### src/integer_field_formatter_macros.svh
// Assertion macros for the integer field formatter.
// Included by the top level; no other dependencies.
`ifndef INTEGER_FIELD_FORMATTER_MACROS_SVH
`define INTEGER_FIELD_FORMATTER_MACROS_SVH
`ifndef ASSERT_OFF
`define IFF_ASSERT(lbl, ck, rn, prop, msg) \
    lbl: assert property (@(posedge ck) disable iff (!rn) prop) else $error(msg);
`define IFF_ASSERT_NEXT(lbl, ck, rn, ante, cons, msg) \
    lbl: assert property (@(posedge ck) disable iff (!rn) (ante) |=> (cons)) else $error(msg);
`else
`define IFF_ASSERT(lbl, ck, rn, prop, msg)
`define IFF_ASSERT_NEXT(lbl, ck, rn, ante, cons, msg)
`endif
`endif

### src/iff_pkg.sv
// Shared constants and the digit character function of the integer field formatter.
// No dependencies.
package iff_pkg;
    localparam int MAX_DIGITS_DEF       = 64;
    localparam int VALUE_BITS_DEF       = 64;
    localparam int BYTES_PER_RESULT_DEF = 8;
    localparam int DIGIT_CAP            = 64;
    localparam int DIV_STEPS            = 8;

    localparam logic [7:0] CH_ZERO  = 8'h30;
    localparam logic [7:0] CH_UPPER = 8'h41 - 8'd10;
    localparam logic [7:0] CH_LOWER = 8'h61 - 8'd10;
    localparam logic [7:0] CH_HASH  = 8'h23;
    localparam logic [7:0] CH_SPACE = 8'h20;
    localparam logic [7:0] CH_PLUS  = 8'h2b;
    localparam logic [7:0] CH_MINUS = 8'h2d;

    localparam logic [1:0] JUST_RIGHT  = 2'd2;
    localparam logic [1:0] JUST_CENTER = 2'd3;
    localparam logic [1:0] SIGN_PLUS   = 2'd1;
    localparam logic [1:0] SIGN_SPACE  = 2'd2;
    localparam logic [1:0] SIGN_NONE   = 2'd3;

    function automatic logic [7:0] digit_char(input logic [5:0] d, input logic up);
        logic [7:0] dw;
        begin
            dw = {2'b00, d};
            if (d < 6'd10)
                digit_char = CH_ZERO + dw;
            else
                digit_char = dw + (up ? CH_UPPER : CH_LOWER);
        end
    endfunction
endpackage

### src/iff_ram.sv
// Generic single-write, single-read RAM with registered read data.
// No dependencies.
module iff_ram #(
    parameter int WIDTH = 8,
    parameter int DEPTH = 64
) (
    input  logic                     clk,
    input  logic                     we,
    input  logic [$clog2(DEPTH)-1:0] waddr,
    input  logic [WIDTH-1:0]         wdata,
    input  logic [$clog2(DEPTH)-1:0] raddr,
    output logic [WIDTH-1:0]         rdata
);
    logic [WIDTH-1:0] mem [DEPTH];

    always_ff @(posedge clk)
    begin
        if (we)
        begin
            mem[waddr] <= wdata;
        end
        rdata <= mem[raddr];
    end
endmodule

### src/integer_field_formatter.sv
// Integer field formatter: printf-style integer conversion into packed characters.
// Depends on iff_pkg, iff_ram and integer_field_formatter_macros.svh.
//
// Usage: drive value and the field settings and raise start; the word is taken
// at the clock edge where start is high and busy is low. busy then stays high
// until the last result has been produced. Results appear on out_bytes,
// byte_count, total_chars and last for exactly one cycle each, marked by
// out_valid; the receiver cannot stall, so every result must be taken as it
// comes. One item gives ceil(total / BYTES_PER_RESULT) results, where total
// is the larger of min_width and the text length.
// Sequence: after the setup at acceptance, each digit is produced by the shared
// restoring divider (8 quotient bits a cycle), then come the length and padding
// states, then a fetch and a place state per emitted character, since each
// character is fetched from the digit RAM with a registered read. busy drops at
// the same edge that registers the last result, so it is already low while
// that result is on the ports.
// Reset clears the sequencer and the strobe; the digit RAM is not cleared,
// since every digit is written before it is read.
module integer_field_formatter #(
    parameter int MAX_DIGITS       = iff_pkg::MAX_DIGITS_DEF,
    parameter int VALUE_BITS       = iff_pkg::VALUE_BITS_DEF,
    parameter int BYTES_PER_RESULT = iff_pkg::BYTES_PER_RESULT_DEF
) (
    input  logic                            clk,
    input  logic                            rst_n,
    input  logic                            start,
    output logic                            busy,
    input  logic signed [VALUE_BITS-1:0]    value,
    input  logic [5:0]                      base,
    input  logic [6:0]                      min_digits,
    input  logic [7:0]                      max_width,
    input  logic [7:0]                      min_width,
    input  logic [1:0]                      justify,
    input  logic [1:0]                      sign_mode,
    input  logic                            upper_case,
    output logic                            out_valid,
    output logic [8*BYTES_PER_RESULT-1:0]   out_bytes,
    output logic [3:0]                      byte_count,
    output logic [7:0]                      total_chars,
    output logic                            last
);
    import iff_pkg::*;

    localparam int QW         = ((VALUE_BITS + DIV_STEPS - 1) / DIV_STEPS) * DIV_STEPS;
    localparam int DIV_CYCLES = QW / DIV_STEPS;
    localparam int CW         = (DIV_CYCLES > 1) ? $clog2(DIV_CYCLES) : 1;
    localparam int AW         = $clog2(DIGIT_CAP);
    localparam int OW         = 8 * BYTES_PER_RESULT;

    typedef enum logic [2:0] {S_IDLE, S_DIV, S_LEN, S_PAD, S_FETCH, S_PLACE} state_t;

    state_t          state_reg, state_next;
    logic [5:0]      base_reg, base_next;
    logic [6:0]      md_reg, md_next;
    logic [7:0]      maxd_reg, maxd_next;
    logic [7:0]      mw_reg, mw_next;
    logic [7:0]      minw_reg, minw_next;
    logic [1:0]      just_reg, just_next;
    logic            up_reg, up_next;
    logic [7:0]      sc_reg, sc_next;
    logic            lone_reg, lone_next;
    logic [QW-1:0]   dq_reg, dq_next;
    logic [5:0]      rem_reg, rem_next;
    logic [CW-1:0]   dcnt_reg, dcnt_next;
    logic [6:0]      n_reg, n_next;
    logic [7:0]      len_reg, len_next;
    logic            ovf_reg, ovf_next;
    logic [7:0]      lp_reg, lp_next;
    logic [7:0]      total_reg, total_next;
    logic [7:0]      p_reg, p_next;
    logic [3:0]      bcnt_reg, bcnt_next;
    logic [OW-1:0]   word_reg, word_next;
    logic [7:0]      char_reg, char_next;
    logic            from_ram_reg, from_ram_next;
    logic            ov_reg, ov_next;
    logic [OW-1:0]   ob_reg, ob_next;
    logic [3:0]      bc_reg, bc_next;
    logic [7:0]      tc_reg, tc_next;
    logic            last_reg, last_next;

    logic [VALUE_BITS-1:0] mag;
    logic [7:0]      sc_in;
    logic [6:0]      md_in;
    logic [7:0]      maxd_in;
    logic [6:0]      r;
    logic [QW-1:0]   d;
    logic [6:0]      n1;
    logic [7:0]      sw;
    logic [7:0]      len_c;
    logic [7:0]      pad;
    logic [7:0]      t;
    logic [8:0]      text_end;
    logic [7:0]      ridx;
    logic [7:0]      c;
    logic [7:0]      p1;
    logic [3:0]      b1;
    logic            ram_we;
    logic [7:0]      ram_rdata;

    iff_ram #(.WIDTH(8), .DEPTH(DIGIT_CAP)) u_digits (
        .clk   (clk),
        .we    (ram_we),
        .waddr (n_reg[AW-1:0]),
        .wdata (digit_char(r[5:0], up_reg)),
        .raddr (ridx[AW-1:0]),
        .rdata (ram_rdata)
    );

    always_comb
    begin
        state_next    = state_reg;
        base_next     = base_reg;
        md_next       = md_reg;
        maxd_next     = maxd_reg;
        mw_next       = mw_reg;
        minw_next     = minw_reg;
        just_next     = just_reg;
        up_next       = up_reg;
        sc_next       = sc_reg;
        lone_next     = lone_reg;
        dq_next       = dq_reg;
        rem_next      = rem_reg;
        dcnt_next     = dcnt_reg;
        n_next        = n_reg;
        len_next      = len_reg;
        ovf_next      = ovf_reg;
        lp_next       = lp_reg;
        total_next    = total_reg;
        p_next        = p_reg;
        bcnt_next     = bcnt_reg;
        word_next     = word_reg;
        char_next     = char_reg;
        from_ram_next = from_ram_reg;
        ov_next       = 1'b0;
        ob_next       = ob_reg;
        bc_next       = bc_reg;
        tc_next       = tc_reg;
        last_next     = last_reg;
        ram_we        = 1'b0;

        mag = value;
        sc_in = 8'd0;
        if (sign_mode != SIGN_NONE && value[VALUE_BITS-1])
        begin
            sc_in = CH_MINUS;
            mag = -value;
        end
        else if (sign_mode == SIGN_PLUS)
        begin
            sc_in = CH_PLUS;
        end
        else if (sign_mode == SIGN_SPACE)
        begin
            sc_in = CH_SPACE;
        end
        md_in = (min_digits > 7'(MAX_DIGITS)) ? 7'(MAX_DIGITS) : min_digits;
        maxd_in = (max_width == 8'd0 || max_width > 8'(MAX_DIGITS)) ? 8'(MAX_DIGITS)
                                                                     : max_width;

        r = {1'b0, rem_reg};
        d = dq_reg;
        for (int i = 0; i < DIV_STEPS; i++)
        begin
            r = {r[5:0], d[QW-1]};
            d = {d[QW-2:0], 1'b0};
            if (r >= {1'b0, base_reg})
            begin
                r = r - {1'b0, base_reg};
                d[0] = 1'b1;
            end
        end
        n1 = n_reg + 7'd1;

        sw = {7'd0, (sc_reg != 8'd0)};
        len_c = sw + {1'b0, n_reg};
        pad = (minw_reg > len_reg) ? minw_reg - len_reg : 8'd0;
        t = p_reg - lp_reg;
        text_end = {1'b0, lp_reg} + {1'b0, len_reg};
        ridx = {1'b0, n_reg} - 8'd1 - t + sw;
        c = from_ram_reg ? ram_rdata : char_reg;
        p1 = p_reg + 8'd1;
        b1 = bcnt_reg + 4'd1;

        unique case (state_reg)
            S_IDLE:
            begin
                if (start)
                begin
                    base_next = (base < 6'd2) ? 6'd2 : ((base > 6'd36) ? 6'd36 : base);
                    maxd_next = maxd_in;
                    mw_next   = max_width;
                    minw_next = min_width;
                    just_next = justify;
                    up_next   = upper_case;
                    sc_next   = sc_in;
                    md_next   = md_in;
                    lone_next = 1'b0;
                    if (sc_in != 8'd0 && {1'b0, md_in} == maxd_in)
                    begin
                        md_next   = md_in - 7'd1;
                        lone_next = (md_in == 7'd1);
                    end
                    dq_next   = QW'(mag);
                    rem_next  = 6'd0;
                    dcnt_next = '0;
                    n_next    = 7'd0;
                    state_next = (sc_in != 8'd0 && md_in == 7'd1 && maxd_in == 8'd1)
                                 ? S_LEN : S_DIV;
                end
            end
            S_DIV:
            begin
                dq_next  = d;
                rem_next = r[5:0];
                if (dcnt_reg == CW'(DIV_CYCLES - 1))
                begin
                    ram_we    = 1'b1;
                    n_next    = n1;
                    rem_next  = 6'd0;
                    dcnt_next = '0;
                    if (!((d != '0 || n1 < md_reg) && n1 < 7'(DIGIT_CAP)))
                    begin
                        state_next = S_LEN;
                    end
                end
                else
                begin
                    dcnt_next = dcnt_reg + CW'(1);
                end
            end
            S_LEN:
            begin
                ovf_next = len_c > maxd_reg;
                if (lone_reg)
                    len_next = 8'd1;
                else if (len_c > maxd_reg)
                    len_next = sw + maxd_reg;
                else
                    len_next = len_c;
                if (mw_reg != 8'd0 && len_next > mw_reg)
                    len_next = mw_reg;
                state_next = S_PAD;
            end
            S_PAD:
            begin
                priority if (just_reg == JUST_RIGHT)
                    lp_next = pad;
                else if (just_reg == JUST_CENTER)
                    lp_next = pad >> 1;
                else
                    lp_next = 8'd0;
                total_next = (minw_reg > len_reg) ? minw_reg : len_reg;
                p_next     = 8'd0;
                bcnt_next  = 4'd0;
                word_next  = '0;
                state_next = S_FETCH;
            end
            S_FETCH:
            begin
                from_ram_next = 1'b0;
                priority if (p_reg < lp_reg || {1'b0, p_reg} >= text_end)
                    char_next = CH_SPACE;
                else if (lone_reg)
                    char_next = CH_HASH;
                else if (sc_reg != 8'd0 && t == 8'd0)
                    char_next = sc_reg;
                else if (ovf_reg)
                    char_next = CH_HASH;
                else
                    from_ram_next = 1'b1;
                state_next = S_PLACE;
            end
            S_PLACE:
            begin
                for (int k = 0; k < BYTES_PER_RESULT; k++)
                begin
                    if (bcnt_reg == 4'(k))
                        word_next[8*k +: 8] = c;
                end
                bcnt_next = b1;
                p_next    = p1;
                state_next = S_FETCH;
                if (b1 == 4'(BYTES_PER_RESULT) || p1 == total_reg)
                begin
                    ov_next   = 1'b1;
                    ob_next   = word_next;
                    bc_next   = b1;
                    tc_next   = p1;
                    last_next = (p1 == total_reg);
                    bcnt_next = 4'd0;
                    word_next = '0;
                    if (p1 == total_reg)
                        state_next = S_IDLE;
                end
            end
            default:
            begin
                state_next = S_IDLE;
            end
        endcase
    end

    always_ff @(posedge clk or negedge rst_n)
    begin
        if (!rst_n)
        begin
            state_reg <= S_IDLE;
            ov_reg    <= 1'b0;
        end
        else
        begin
            state_reg <= state_next;
            ov_reg    <= ov_next;
        end
    end

    always_ff @(posedge clk)
    begin
        base_reg     <= base_next;
        md_reg       <= md_next;
        maxd_reg     <= maxd_next;
        mw_reg       <= mw_next;
        minw_reg     <= minw_next;
        just_reg     <= just_next;
        up_reg       <= up_next;
        sc_reg       <= sc_next;
        lone_reg     <= lone_next;
        dq_reg       <= dq_next;
        rem_reg      <= rem_next;
        dcnt_reg     <= dcnt_next;
        n_reg        <= n_next;
        len_reg      <= len_next;
        ovf_reg      <= ovf_next;
        lp_reg       <= lp_next;
        total_reg    <= total_next;
        p_reg        <= p_next;
        bcnt_reg     <= bcnt_next;
        word_reg     <= word_next;
        char_reg     <= char_next;
        from_ram_reg <= from_ram_next;
        ob_reg       <= ob_next;
        bc_reg       <= bc_next;
        tc_reg       <= tc_next;
        last_reg     <= last_next;
    end

    assign busy        = (state_reg != S_IDLE);
    assign out_valid   = ov_reg;
    assign out_bytes   = ob_reg;
    assign byte_count  = bc_reg;
    assign total_chars = tc_reg;
    assign last        = last_reg;

`include "integer_field_formatter_macros.svh"

    `IFF_ASSERT(a_count_range, clk, rst_n, out_valid |-> (byte_count != 4'd0 && byte_count <= 4'(BYTES_PER_RESULT)), "byte count out of range")
    `IFF_ASSERT_NEXT(a_start_busy, clk, rst_n, start && !busy, busy, "accepted word did not raise busy")
    `IFF_ASSERT(a_more_busy, clk, rst_n, (out_valid && !last) |-> busy, "sequencer idle before the last result")
    `IFF_ASSERT(a_last_total, clk, rst_n, (out_valid && last) |-> (total_chars == total_reg), "last result does not close the field")
endmodule

### config.mk
export PLATFORM = sky130hd
export DESIGN_NAME = integer_field_formatter
export DESIGN_NICKNAME = d
export VERILOG_FILES = /design/src/iff_pkg.sv /design/src/iff_ram.sv /design/src/integer_field_formatter.sv
export VERILOG_INCLUDE_DIRS = /design/src /design/src/src
export SDC_FILE = /design/constraint.sdc
export NUM_CORES = 1
export LEC_CHECK = 0
export BUFFER_PORTS_ARGS = -buffer_cell sky130_fd_sc_hd__buf_2
export CAP_MARGIN = 20
export CORE_ASPECT_RATIO = 1.2
export CORE_MARGIN = 1.5
export CORE_UTILIZATION = 52
export DETAILED_ROUTE_END_ITERATION = 8
export PLACE_DENSITY = 0.79
export SYNTH_ARGS = -nofsm -noshare
export SYNTH_HDL_FRONTEND = slang
export SYNTH_SLANG_ARGS = --single-unit
### constraint.sdc
create_clock -name clk -period 27 [get_ports clk]
set_input_delay 1.35 -clock clk [delete_from_list [all_inputs] [get_ports clk]]
set_output_delay 1.35 -clock clk [all_outputs]
set_load 0.01 [all_outputs]
[Word-level counts from Yosys, hierarchy flattened]
Memory sizes are Yosys's and may differ from the RTL's. A register that Yosys moved wholly into a read port is not among the register bits.
Index checks and enable logic that the tools add are counted.
Cells by class
  add/sub/neg operators: 24
  multipliers: 0
  divide/modulo/power cells: 0
  order comparisons: 20
  eq/ne operators: 26
  shift operators: 0
  multiplexer cells: 76
  bitwise gates (word level): 0
  reductions and logical operators: 32
Operators by type and width (count)
  64-bit one-hot mux with 2 select lines: 2
  64-bit 2-to-1 mux: 3
  8-bit 2-to-1 mux: 20
  6-bit 2-to-1 mux: 14
  64-bit negation: 1
  64-bit nonzero test: 1
  7-bit by 6-bit greater-or-equal comparator with 1-bit output: 8
  6-bit subtractor: 9
  7-bit 2-to-1 mux: 6
  8-bit > comparator: 3
  8-bit nonzero test: 3
  3-bit 2-to-1 mux: 7
  3-bit one-hot mux with 6 select lines: 1
  4-bit by 3-bit == test with 1-bit output (second input constant): 4
  8-bit logical NOT: 2
  8-bit one-hot mux with 2 select lines: 1
  8-bit subtractor: 2
  1-bit 2-to-1 mux: 15
  7-bit one-hot mux with 2 select lines: 1
  6-bit one-hot mux with 2 select lines: 1
  8-bit by 8-bit adder with 9-bit output: 1
  3-bit == test (second input constant): 3
  8-bit by 9-bit greater-or-equal comparator with 1-bit output: 1
  1-bit by 7-bit adder with 8-bit output: 1
  other kinds (45): 68
Storage, ports and cells
  flip-flop bits (word level): 320
  latch bits: 0
  bits in writable memories: 512
  bits in read-only memories: 0
  bits of input ports: 101
  output and inout port bits: 79
  word-level logic and storage cells: 209
  memories: 1
Memory list
  u_digits.mem: depth 64, width 8, read ports 1, clocked after memory_dff 1, write ports 1, line iff_ram.sv:14  | logic [WIDTH-1:0] mem [DEPTH];

[Depth between registers and ports, before layout]
Gate-level depths: netlist of run 1.
  depth in word-level cells: 22
  mapped depth: 90
  depth with buffers taken out: 85

[Cells and area by module]
Synthesis of run 1 repeated with hierarchy kept, for this count alone.
Unflattened totals
  cells, all modules: 2821
  area, all modules: 39651.8 µm²
Modules (own cells, without submodules)
  iff_ram: instances 1, cells each 940, area each 20160.6 µm², seq. area each 15534.9 µm²
  integer_field_formatter: instances 1, cells each 1881, area each 19491.2 µm², seq. area each 9379.0 µm²

[Worst setup path after synthesis of run 1]
Ideal clock, no wire load.
  path kind: reg-to-reg
  start point: register base_reg[1]
  end point: memory u_digits.mem[0][3], data pin
  setup time: 702 ps
  arrival: 18245 ps
  data required time: 26298 ps
  slack: 8054 ps
  stages on the path, launching flop included: 83
  path buffers: 5
  clock period less this slack: 18946 ps
  cell sequence: edfxtp_1 -> inv_1 -> ha_1 -> a21oi_2 -> o21ai_2 -> a2111oi_4 -> buf_6 -> mux2_2 -> ha_1 -> and3_1 -> a41oi_1 -> o2111ai_1 -> clkbuf_1 -> o21ai_0 -> inv_1 -> ha_1 -> a21oi_1 -> o21ai_0 -> [... 47 more ...] -> buf_2 -> nor2b_1 -> a21oi_1 -> ha_1 -> nor2b_1 -> o21ai_0 -> nand2b_1 -> a21o_1 -> a21o_1 -> a31o_2 -> a21o_1 -> a211o_1 -> mux2i_2 -> nor2_1 -> a21oi_1 -> ha_1 -> o211ai_1 -> o21ai_0
On the way
  longest elaborated chain between the ends: 18
  elaborated cells between the ends (all ways): 28
  classes of those cells: add/sub: 10; order compare: 9; mux: 9
Ends and longest elaborated chain
  from (decl): line integer_field_formatter.sv:53  | logic [5:0] base_reg, base_next;
  from (signal assigned): line integer_field_formatter.sv:319  | base_reg <= base_next;
  6-bit subtractor / 7-bit by 6-bit greater-or-equal comparator with 1-bit output (equally long branches): line integer_field_formatter.sv:168, integer_field_formatter.sv:166
  6-bit 2-to-1 mux: line integer_field_formatter.sv:166  | if (r >= {1'b0, base_reg})
  6-bit subtractor / 7-bit by 6-bit greater-or-equal comparator with 1-bit output (equally long branches): line integer_field_formatter.sv:168, integer_field_formatter.sv:166
  6-bit 2-to-1 mux: line integer_field_formatter.sv:166
  6-bit subtractor / 7-bit by 6-bit greater-or-equal comparator with 1-bit output (equally long branches): line integer_field_formatter.sv:168, integer_field_formatter.sv:166
  6-bit 2-to-1 mux: line integer_field_formatter.sv:166
  6-bit subtractor / 7-bit by 6-bit greater-or-equal comparator with 1-bit output (equally long branches): line integer_field_formatter.sv:168, integer_field_formatter.sv:166
  6-bit 2-to-1 mux: line integer_field_formatter.sv:166
  [... 3 more ...]
  6-bit 2-to-1 mux: line integer_field_formatter.sv:166
  6-bit subtractor / 7-bit by 6-bit greater-or-equal comparator with 1-bit output (equally long branches): line integer_field_formatter.sv:168, integer_field_formatter.sv:166
  6-bit 2-to-1 mux: line integer_field_formatter.sv:166
  6-bit subtractor / 7-bit by 6-bit greater-or-equal comparator with 1-bit output (equally long branches): line integer_field_formatter.sv:168, integer_field_formatter.sv:166
  6-bit 2-to-1 mux (*): line integer_field_formatter.sv:166
  6-bit by 7-bit adder with 8-bit output, or another cell as far along: line iff_pkg.sv:31  | digit_char = dw + (up ? CH_UPPER : CH_LOWER);
  8-bit 2-to-1 mux (*): line iff_pkg.sv:28  | if (d < 6'd10)
  named net u_digits.wdata[3]: line iff_ram.sv:10  | input logic [WIDTH-1:0] wdata,
  to (decl): line iff_ram.sv:14
The timed path passes the listed nets; every way through them passes the cells marked *.

[Worst setup path after layout of run 1]
  start point: register base_reg[1]
  end point: memory u_digits.mem[40][6], data pin
On the way
  longest elaborated chain between the ends: 18
  elaborated cells between the ends (all ways): 28
  classes of those cells: add/sub: 10; order compare: 9; mux: 9
Ends and longest elaborated chain
  6-bit subtractor / 7-bit by 6-bit greater-or-equal comparator with 1-bit output (equally long branches): line integer_field_formatter.sv:168, integer_field_formatter.sv:166
  6-bit 2-to-1 mux: line integer_field_formatter.sv:166
  6-bit subtractor / 7-bit by 6-bit greater-or-equal comparator with 1-bit output (equally long branches): line integer_field_formatter.sv:168, integer_field_formatter.sv:166
  6-bit 2-to-1 mux: line integer_field_formatter.sv:166
  6-bit subtractor / 7-bit by 6-bit greater-or-equal comparator with 1-bit output (equally long branches): line integer_field_formatter.sv:168, integer_field_formatter.sv:166
  6-bit 2-to-1 mux: line integer_field_formatter.sv:166
  6-bit subtractor / 7-bit by 6-bit greater-or-equal comparator with 1-bit output (equally long branches): line integer_field_formatter.sv:168, integer_field_formatter.sv:166
  6-bit 2-to-1 mux: line integer_field_formatter.sv:166
  [... 4 more ...]
  6-bit subtractor / 7-bit by 6-bit greater-or-equal comparator with 1-bit output (equally long branches): line integer_field_formatter.sv:168, integer_field_formatter.sv:166
  6-bit 2-to-1 mux: line integer_field_formatter.sv:166
  6-bit subtractor / 7-bit by 6-bit greater-or-equal comparator with 1-bit output (equally long branches): line integer_field_formatter.sv:168, integer_field_formatter.sv:166
  6-bit 2-to-1 mux (*): line integer_field_formatter.sv:166
  named net r[5]: line integer_field_formatter.sv:85  | logic [6:0] r;
  6-bit by 7-bit adder with 8-bit output, or another cell as far along: line iff_pkg.sv:31
  8-bit 2-to-1 mux (*): line iff_pkg.sv:28
  named net u_digits.wdata[6]: line iff_ram.sv:10
Marks and branches as above.

==> flow_metrics.env, run 1 <==
export IMPL_h_tree_depth=3
export IMPL_synth_top_area_share_pct=63.0
export IMPL_cts_setup_buffers=0
export IMPL_syn_num_nets=2934
export IMPL_antenna_found_initial=0
export IMPL_cp_slowest_stage_delay_ns=0.78
export IMPL_slew_viol_final=0
export IMPL_reg2reg_from="base_reg[1]"
export IMPL_ys_ff_latch=833
export IMPL_grt_met2_usage_pct=43.8
export IMPL_status="completed"
export IMPL_cts_hold_buf=0
export IMPL_ys_warn_count=0
export IMPL_synthesis_area_per_instance_um2=14.5
export IMPL_critical_path_buf_inv_count=10
export IMPL_yosys_area_share_adder_pct=4.75
export IMPL_synthMuxAreaShare_pct=10.7
export IMPL_ys_flop_type="edfxtp_1"
export IMPL_cts_made_buffers=81
export IMPL_dpl_hpwl_um=60600
export IMPL_wl_per_cell_um=23.7
export IMPL_clock_skew_ns=0.0242
export IMPL_route_final_wire_length_um=93700
export IMPL_crit_end="u_digits.mem[40][6]"
export IMPL_overflow=0
export IMPL_netlist_area_um2=39200
export IMPL_crit_family="compound AO/OA/AOI/OAI gates"
export IMPL_cp_end_kind="register"
export IMPL_top_register="u_digits.mem"
export IMPL_rsz0062_at_grt="no"
export IMPL_final_antenna_net_count=0
export IMPL_initial_utilization_pct=52.4
export IMPL_first_pass_iters=6
export IMPL_ys_top_cells_by_area="edfxtp_1 (63%), mux4_2 (9.2%), ha_1 (4.1%), o21ai_0 (2.5%), xnor2_1 (2.0%)"
export IMPL_max_freq_mhz=49.4
export IMPL_clock_sinks=833
export IMPL_synthCells=2693
export IMPL_die_w_um=254
export IMPL_synth_top_family_by_area="multiplexers"
export IMPL_fin_nets=3118
export IMPL_max_cap_violations=0
export IMPL_io_buffers=179
export IMPL_diodes=0
export IMPL_r2r_slack_ns=6.75
export IMPL_num_vias=23800
export IMPL_worstMarginPinSlew_ns=1.08
export IMPL_synthArstFlopShare_pct=0.480
export IMPL_num_io_pins=180
export IMPL_yosysSeqAreaShare_pct=63.6
export IMPL_areaGrowthSynthToFinish_pct=12.4
export IMPL_cp_slowest_cell="edfxtp_1"
export IMPL_synth_top_cell_by_area="edfxtp_1"
export IMPL_period_minus_slack_ns=20.25
export IMPL_clk_insertion_delay_late_ns=0.65
export IMPL_r2r_end="u_digits.mem[40][6]"
export IMPL_grt_busiest_layer="met2"
export IMPL_grtUsageTotal_pct=24.6
export IMPL_drtIter0Drc=2024
export IMPL_synth_xor_area_share_pct=3.40
export IMPL_cp_num_cells=82
export IMPL_grt_pass1_vias=24600
export IMPL_drc=0
export IMPL_slew_headroom_pct=27.2
export IMPL_met1_usage_pct=29.5
export IMPL_yosys_area_share_simple_pct=8.97
export IMPL_r2r_cells=82
export IMPL_clk_root_buffer_cell="clkbuf_16"
export IMPL_largest_reg_flops=512
export IMPL_clk_path_buf_depth=3
export IMPL_cts_tree="yes"
export IMPL_synth_edf_count=821
export IMPL_worstSetupPathType="reg2reg"
export IMPL_critPathMostFrequentCell="o21ai_0"
export IMPL_cp_startpoint="base_reg[1]"
export IMPL_final_common_cell="edfxtp_1"
export IMPL_hold_viol_final=0
export IMPL_cp_arrival_ns=20.59
export IMPL_finalCritPeriodShare_pct=75.0
export IMPL_clk_pin_slew_ns=0.06
export IMPL_crit_required_ns=27.35
export IMPL_synth_distinct_cells=81
export IMPL_die_area_um2=77000
export IMPL_cts_resized=0
export IMPL_core_area_um2=74700
export IMPL_viasPerCell=6.03
export IMPL_cp_max_fo=64
export IMPL_setup_violations=0
export IMPL_die_y_um=304
export IMPL_layout_drive_gt1_share_pct=18.7
export IMPL_grt_use_met3_pct=3.73
export IMPL_fin_setup_tns_ns=0
export IMPL_grt_pass1_wl_um=143000
export IMPL_grt_max_degree=116
export IMPL_startpoint_type="register"
export IMPL_gp_congestion=0.898
export IMPL_synth_compound_area_share_pct=6.40
export IMPL_hold_path_class="in2async"
export IMPL_layout_common_cells="edfxtp_1 (821), nand2_1 (203), o21ai_0 (190)"
export IMPL_rows=110
==> how the worst min path moves through the flow <==
stage                    endpoint  slack [ns]
floorplan             char_reg[5]        0.50
global placement    out_bytes[26]        0.54
detailed placement   out_bytes[5]        0.54
CTS                  state_reg[2]        0.51
global route         state_reg[2]        0.52
finish               state_reg[2]        0.54
==> synthesized netlist by cell type (all sizes together), types with 6 or more instances <==
cell type	n
edfxtp	821
a21oi	95
mux2	18
o21ai	194
clkbuf	89
nand2	205
nor4	27
a21o	32
o31ai	8
o21a	12
or3	7
a211oi	18
nand2b	35
nor2b	41
and3	86
nor3	27
xnor2	90
o21bai	7
xor2	62
nor3b	8
nand4	12
mux4	160
fa	13
a21boi	6
nor2	175
inv	114
ha	127
and2	19
mux2i	36
dfxtp	8
buf	19
nand3	37
nand3b	11
or2	7
==> through the flow <==
step	setup slack (ns)	cells	util [%]	hold slack [ns]	cell area, um2
finish	6.75	3954	58.9	0.536	44000
floorplan	8.05	2693	-	0.499	39200
global route	4.98	3954	58.9	0.523	44000
global placement	7.87	3798	55.2	0.539	41200
detailed placement	6.95	3799	55.2	0.544	41300
CTS	6.87	3951	58.9	0.511	44000
==> cell families (layout without fill, tap and decap cells) <==
logic type	Yosys count	in the layout
AO/OA/AOI/OAI	417	417
XOR/XNOR	152	152
adder cells (fa/ha/maj)	141	141
buffers and inverters	222	475
flip-flops	833	833
multiplexers	214	214
other	1	1
AND/OR/NAND/NOR	713	713
==> metal layers <==
metal / wire length, um / vias up
met4: 3670 / 0
met5: 0 / -
li1: - / 10600
met3: 5820 / 205
met2: 49900 / 1062
met1: 34300 / 11900
==> area by class of cell <==
type | instances | area [um2]
well taps | 1008 | 1260
flip-flops and latches | 833 | 24900
clock inverters | 59 | 646
repair buffers | 209 | 1150
multi-input cells | 1638 | 13600
fillers | 5497 | 30700
clock buffers | 93 | 2070
inverters | 114 | 428
==> worst reg2reg max path, delay by kind of cell (launching register included) <==
family	cells	cell delay (ns)
muxes	4	1.55
and+or+nand+nor	18	3.15
adders and majority gates	9	2.72
AOI/OAI and AO/OA	41	9.81
DFF	1	0.78
buffers and inverters	10	1.85
Power of run 1 is not shown: default switching activity piles up to over one toggle a cycle in this logic, so the estimate is an artifact.
==> run 2: changes to the inputs <==
- PLACE_DENSITY: 0.79 -> 0.82
- clock period: 27 -> 17.6 ns (I/O delays scaled with it)
==> run 2 against run 1 <==
Global-route usage is 0.18 points higher. Non-clock buffer count up 30. Setup slack got worse by 5.9 ns. Flip-flop and latch count is the same. First-iteration DRC count rose by 26%. Count of clock-buffer cells in the layout rose by 9. Core utilization is 0.47 points higher. Critical endpoint is now u_digits.mem[13][6]. Register-to-register slack lost 5.9 ns. Die area stayed put.
==> flow_metrics.env, run 2 (synthesis results as in run 1) <==
export IMPL_status="completed"
export IMPL_setup_violations=0
export IMPL_num_vias=24300
export IMPL_layout_common_cells="edfxtp_1 (821), nand2_1 (203), o21ai_0 (182)"
export IMPL_clk_pin_slew_ns=0.07
export IMPL_holdWs_ns=0.0867
export IMPL_viasPerCell=6.11
export IMPL_clk_insertion_delay_late_ns=0.64
export IMPL_grtUsageTotal_pct=24.8
export IMPL_fillers=5368
export IMPL_hold_path_class="in2async"
export IMPL_cp_slowest_cell="mux2i_1"
export IMPL_num_io_pins=180
export IMPL_startpoint_type="register"
export IMPL_crit_required_ns=18.08
export IMPL_fin_nets=3147
export IMPL_top_register="u_digits.mem"
export IMPL_final_antenna_net_count=0
export IMPL_die_w_um=254
export IMPL_worstMarginPinSlew_ns=1.12
export IMPL_drtIter0Drc=2550
export IMPL_diodes=0
export IMPL_final_cell_area_um2=44400
export IMPL_clock_skew_ns=0.0315
export IMPL_die_y_um=304
export IMPL_cp_end_kind="register"
export IMPL_cts_made_buffers=79
export IMPL_drc=0
export IMPL_grt_pass1_wl_um=144000
export IMPL_slew_viol_final=0
export IMPL_route_final_wire_length_um=95800
export IMPL_layout_drive_gt1_share_pct=20.2
export IMPL_clock_sinks=833
export IMPL_slew_headroom_pct=23.2
export IMPL_gp_congestion=0.917
export IMPL_h_tree_depth=3
export IMPL_die_area_um2=77000
export IMPL_grt_max_degree=115
export IMPL_areaGrowthSynthToFinish_pct=13.3
export IMPL_hold_viol_final=0
export IMPL_cp_arrival_ns=17.26
export IMPL_rows=110
export IMPL_worstSetupPathType="reg2reg"
export IMPL_antenna_found_initial=1
export IMPL_multi_input_area_um2=13700
export IMPL_place_area_um2=41300
export IMPL_cp_max_fo=32
export IMPL_seq_area_um2=24900
export IMPL_clk_path_buf_depth=3
export IMPL_dpl_hpwl_um=61000
export IMPL_core_area_um2=74700
export IMPL_overflow=0
export IMPL_period_minus_slack_ns=16.79
export IMPL_critPathMostFrequentCell="a21o_1"
export IMPL_final_common_cell="edfxtp_1"
export IMPL_r2r_slack_ns=0.81
export IMPL_max_cap_violations=0
export IMPL_cts_tree="yes"
export IMPL_io_buffers=179
export IMPL_first_pass_iters=5
export IMPL_cp_slowest_stage_delay_ns=0.39
export IMPL_finalCritPeriodShare_pct=95.4
export IMPL_wl_per_cell_um=24.1
export IMPL_clk_root_buffer_cell="clkbuf_16"
export IMPL_initial_utilization_pct=52.4
export IMPL_max_freq_mhz=59.6
export IMPL_largest_reg_flops=512
export IMPL_grt_pass1_vias=24700
[run 2: cell count changes in the layout (fill, tap and decap cells not counted), sizes merged]
| cell | delta |
|---|---|
| bufinv | -3 |
| inv | -2 |
| clkbuf | +12 |
| clkinv | -15 |
| buf | +27 |
| a31o | +1 |
[run 2: path summary, 6_finish.rpt]
path,from,cells after the start,end
worst max register to register,base_reg[2],80,u_digits.mem[13][6]
min in group clk,min_width[2],1,minw_reg[2]
worst min register to register,word_reg[36],2,out_bytes[36]
worst max-delay path,base_reg[2],80,u_digits.mem[13][6]
max in group asynchronous,rst_n,1,state_reg[2]
worst min-delay path,rst_n,1,state_reg[1]
[run 2: through the flow]
stage	setup WS [ns]	TNS (ns)	util, %	instances
2_1_floorplan	-0.368	-69.07	-	2693
3_3_place_gp	0.396	0	55.3	3808
3_5_place_dp	-0.442	-101.77	55.3	3808
4_1_cts	0.0135	0	58.9	3950
5_1_grt	-0.0601	-1.67	59.4	3974
6_report	0.814	0	59.4	3974
[run 2: final cells by class]
cell class	count	share of cell area, %
flip-flops and latches	833	56.1
clock inverters	39	1.09
repair buffers	239	3.30
inverters	114	0.964
multi-input cells	1639	30.8
clock buffers	102	4.83
well taps	1008	2.84
[run 2: timing repair]
action	4_1_cts	5_1_grt
buffers inserted	1	15
setup endpoints to repair	512	520
gates resized for setup	10	40
cloned	0	3
hold buffers	0	0
pin swaps	1	8
[run 2: metal layers]
metal / vias to the layer above / part of all wire (%) / track usage (%)
met5: - / 0.0073 / 0
met4: 2 / 4.5 / 12.1
met3: 265 / 7.4 / 3.65
met2: 1310 / 52 / 43.4
met1: 12000 / 36 / 29.7
li1: 10700 / - / -
[run 2: critical path: cells and delay by family, from the launching register on]
kind / cells / cell delay [ns]
buffers and inverters: 10 / 1.47
flip-flops: 1 / 0.37
AND/OR/NAND/NOR: 15 / 2.27
AO/OA/AOI/OAI: 41 / 7.97
multiplexers: 5 / 1.68
adder cells (fa/ha/maj): 9 / 2.82
Power of run 2 is left out for the same reason.
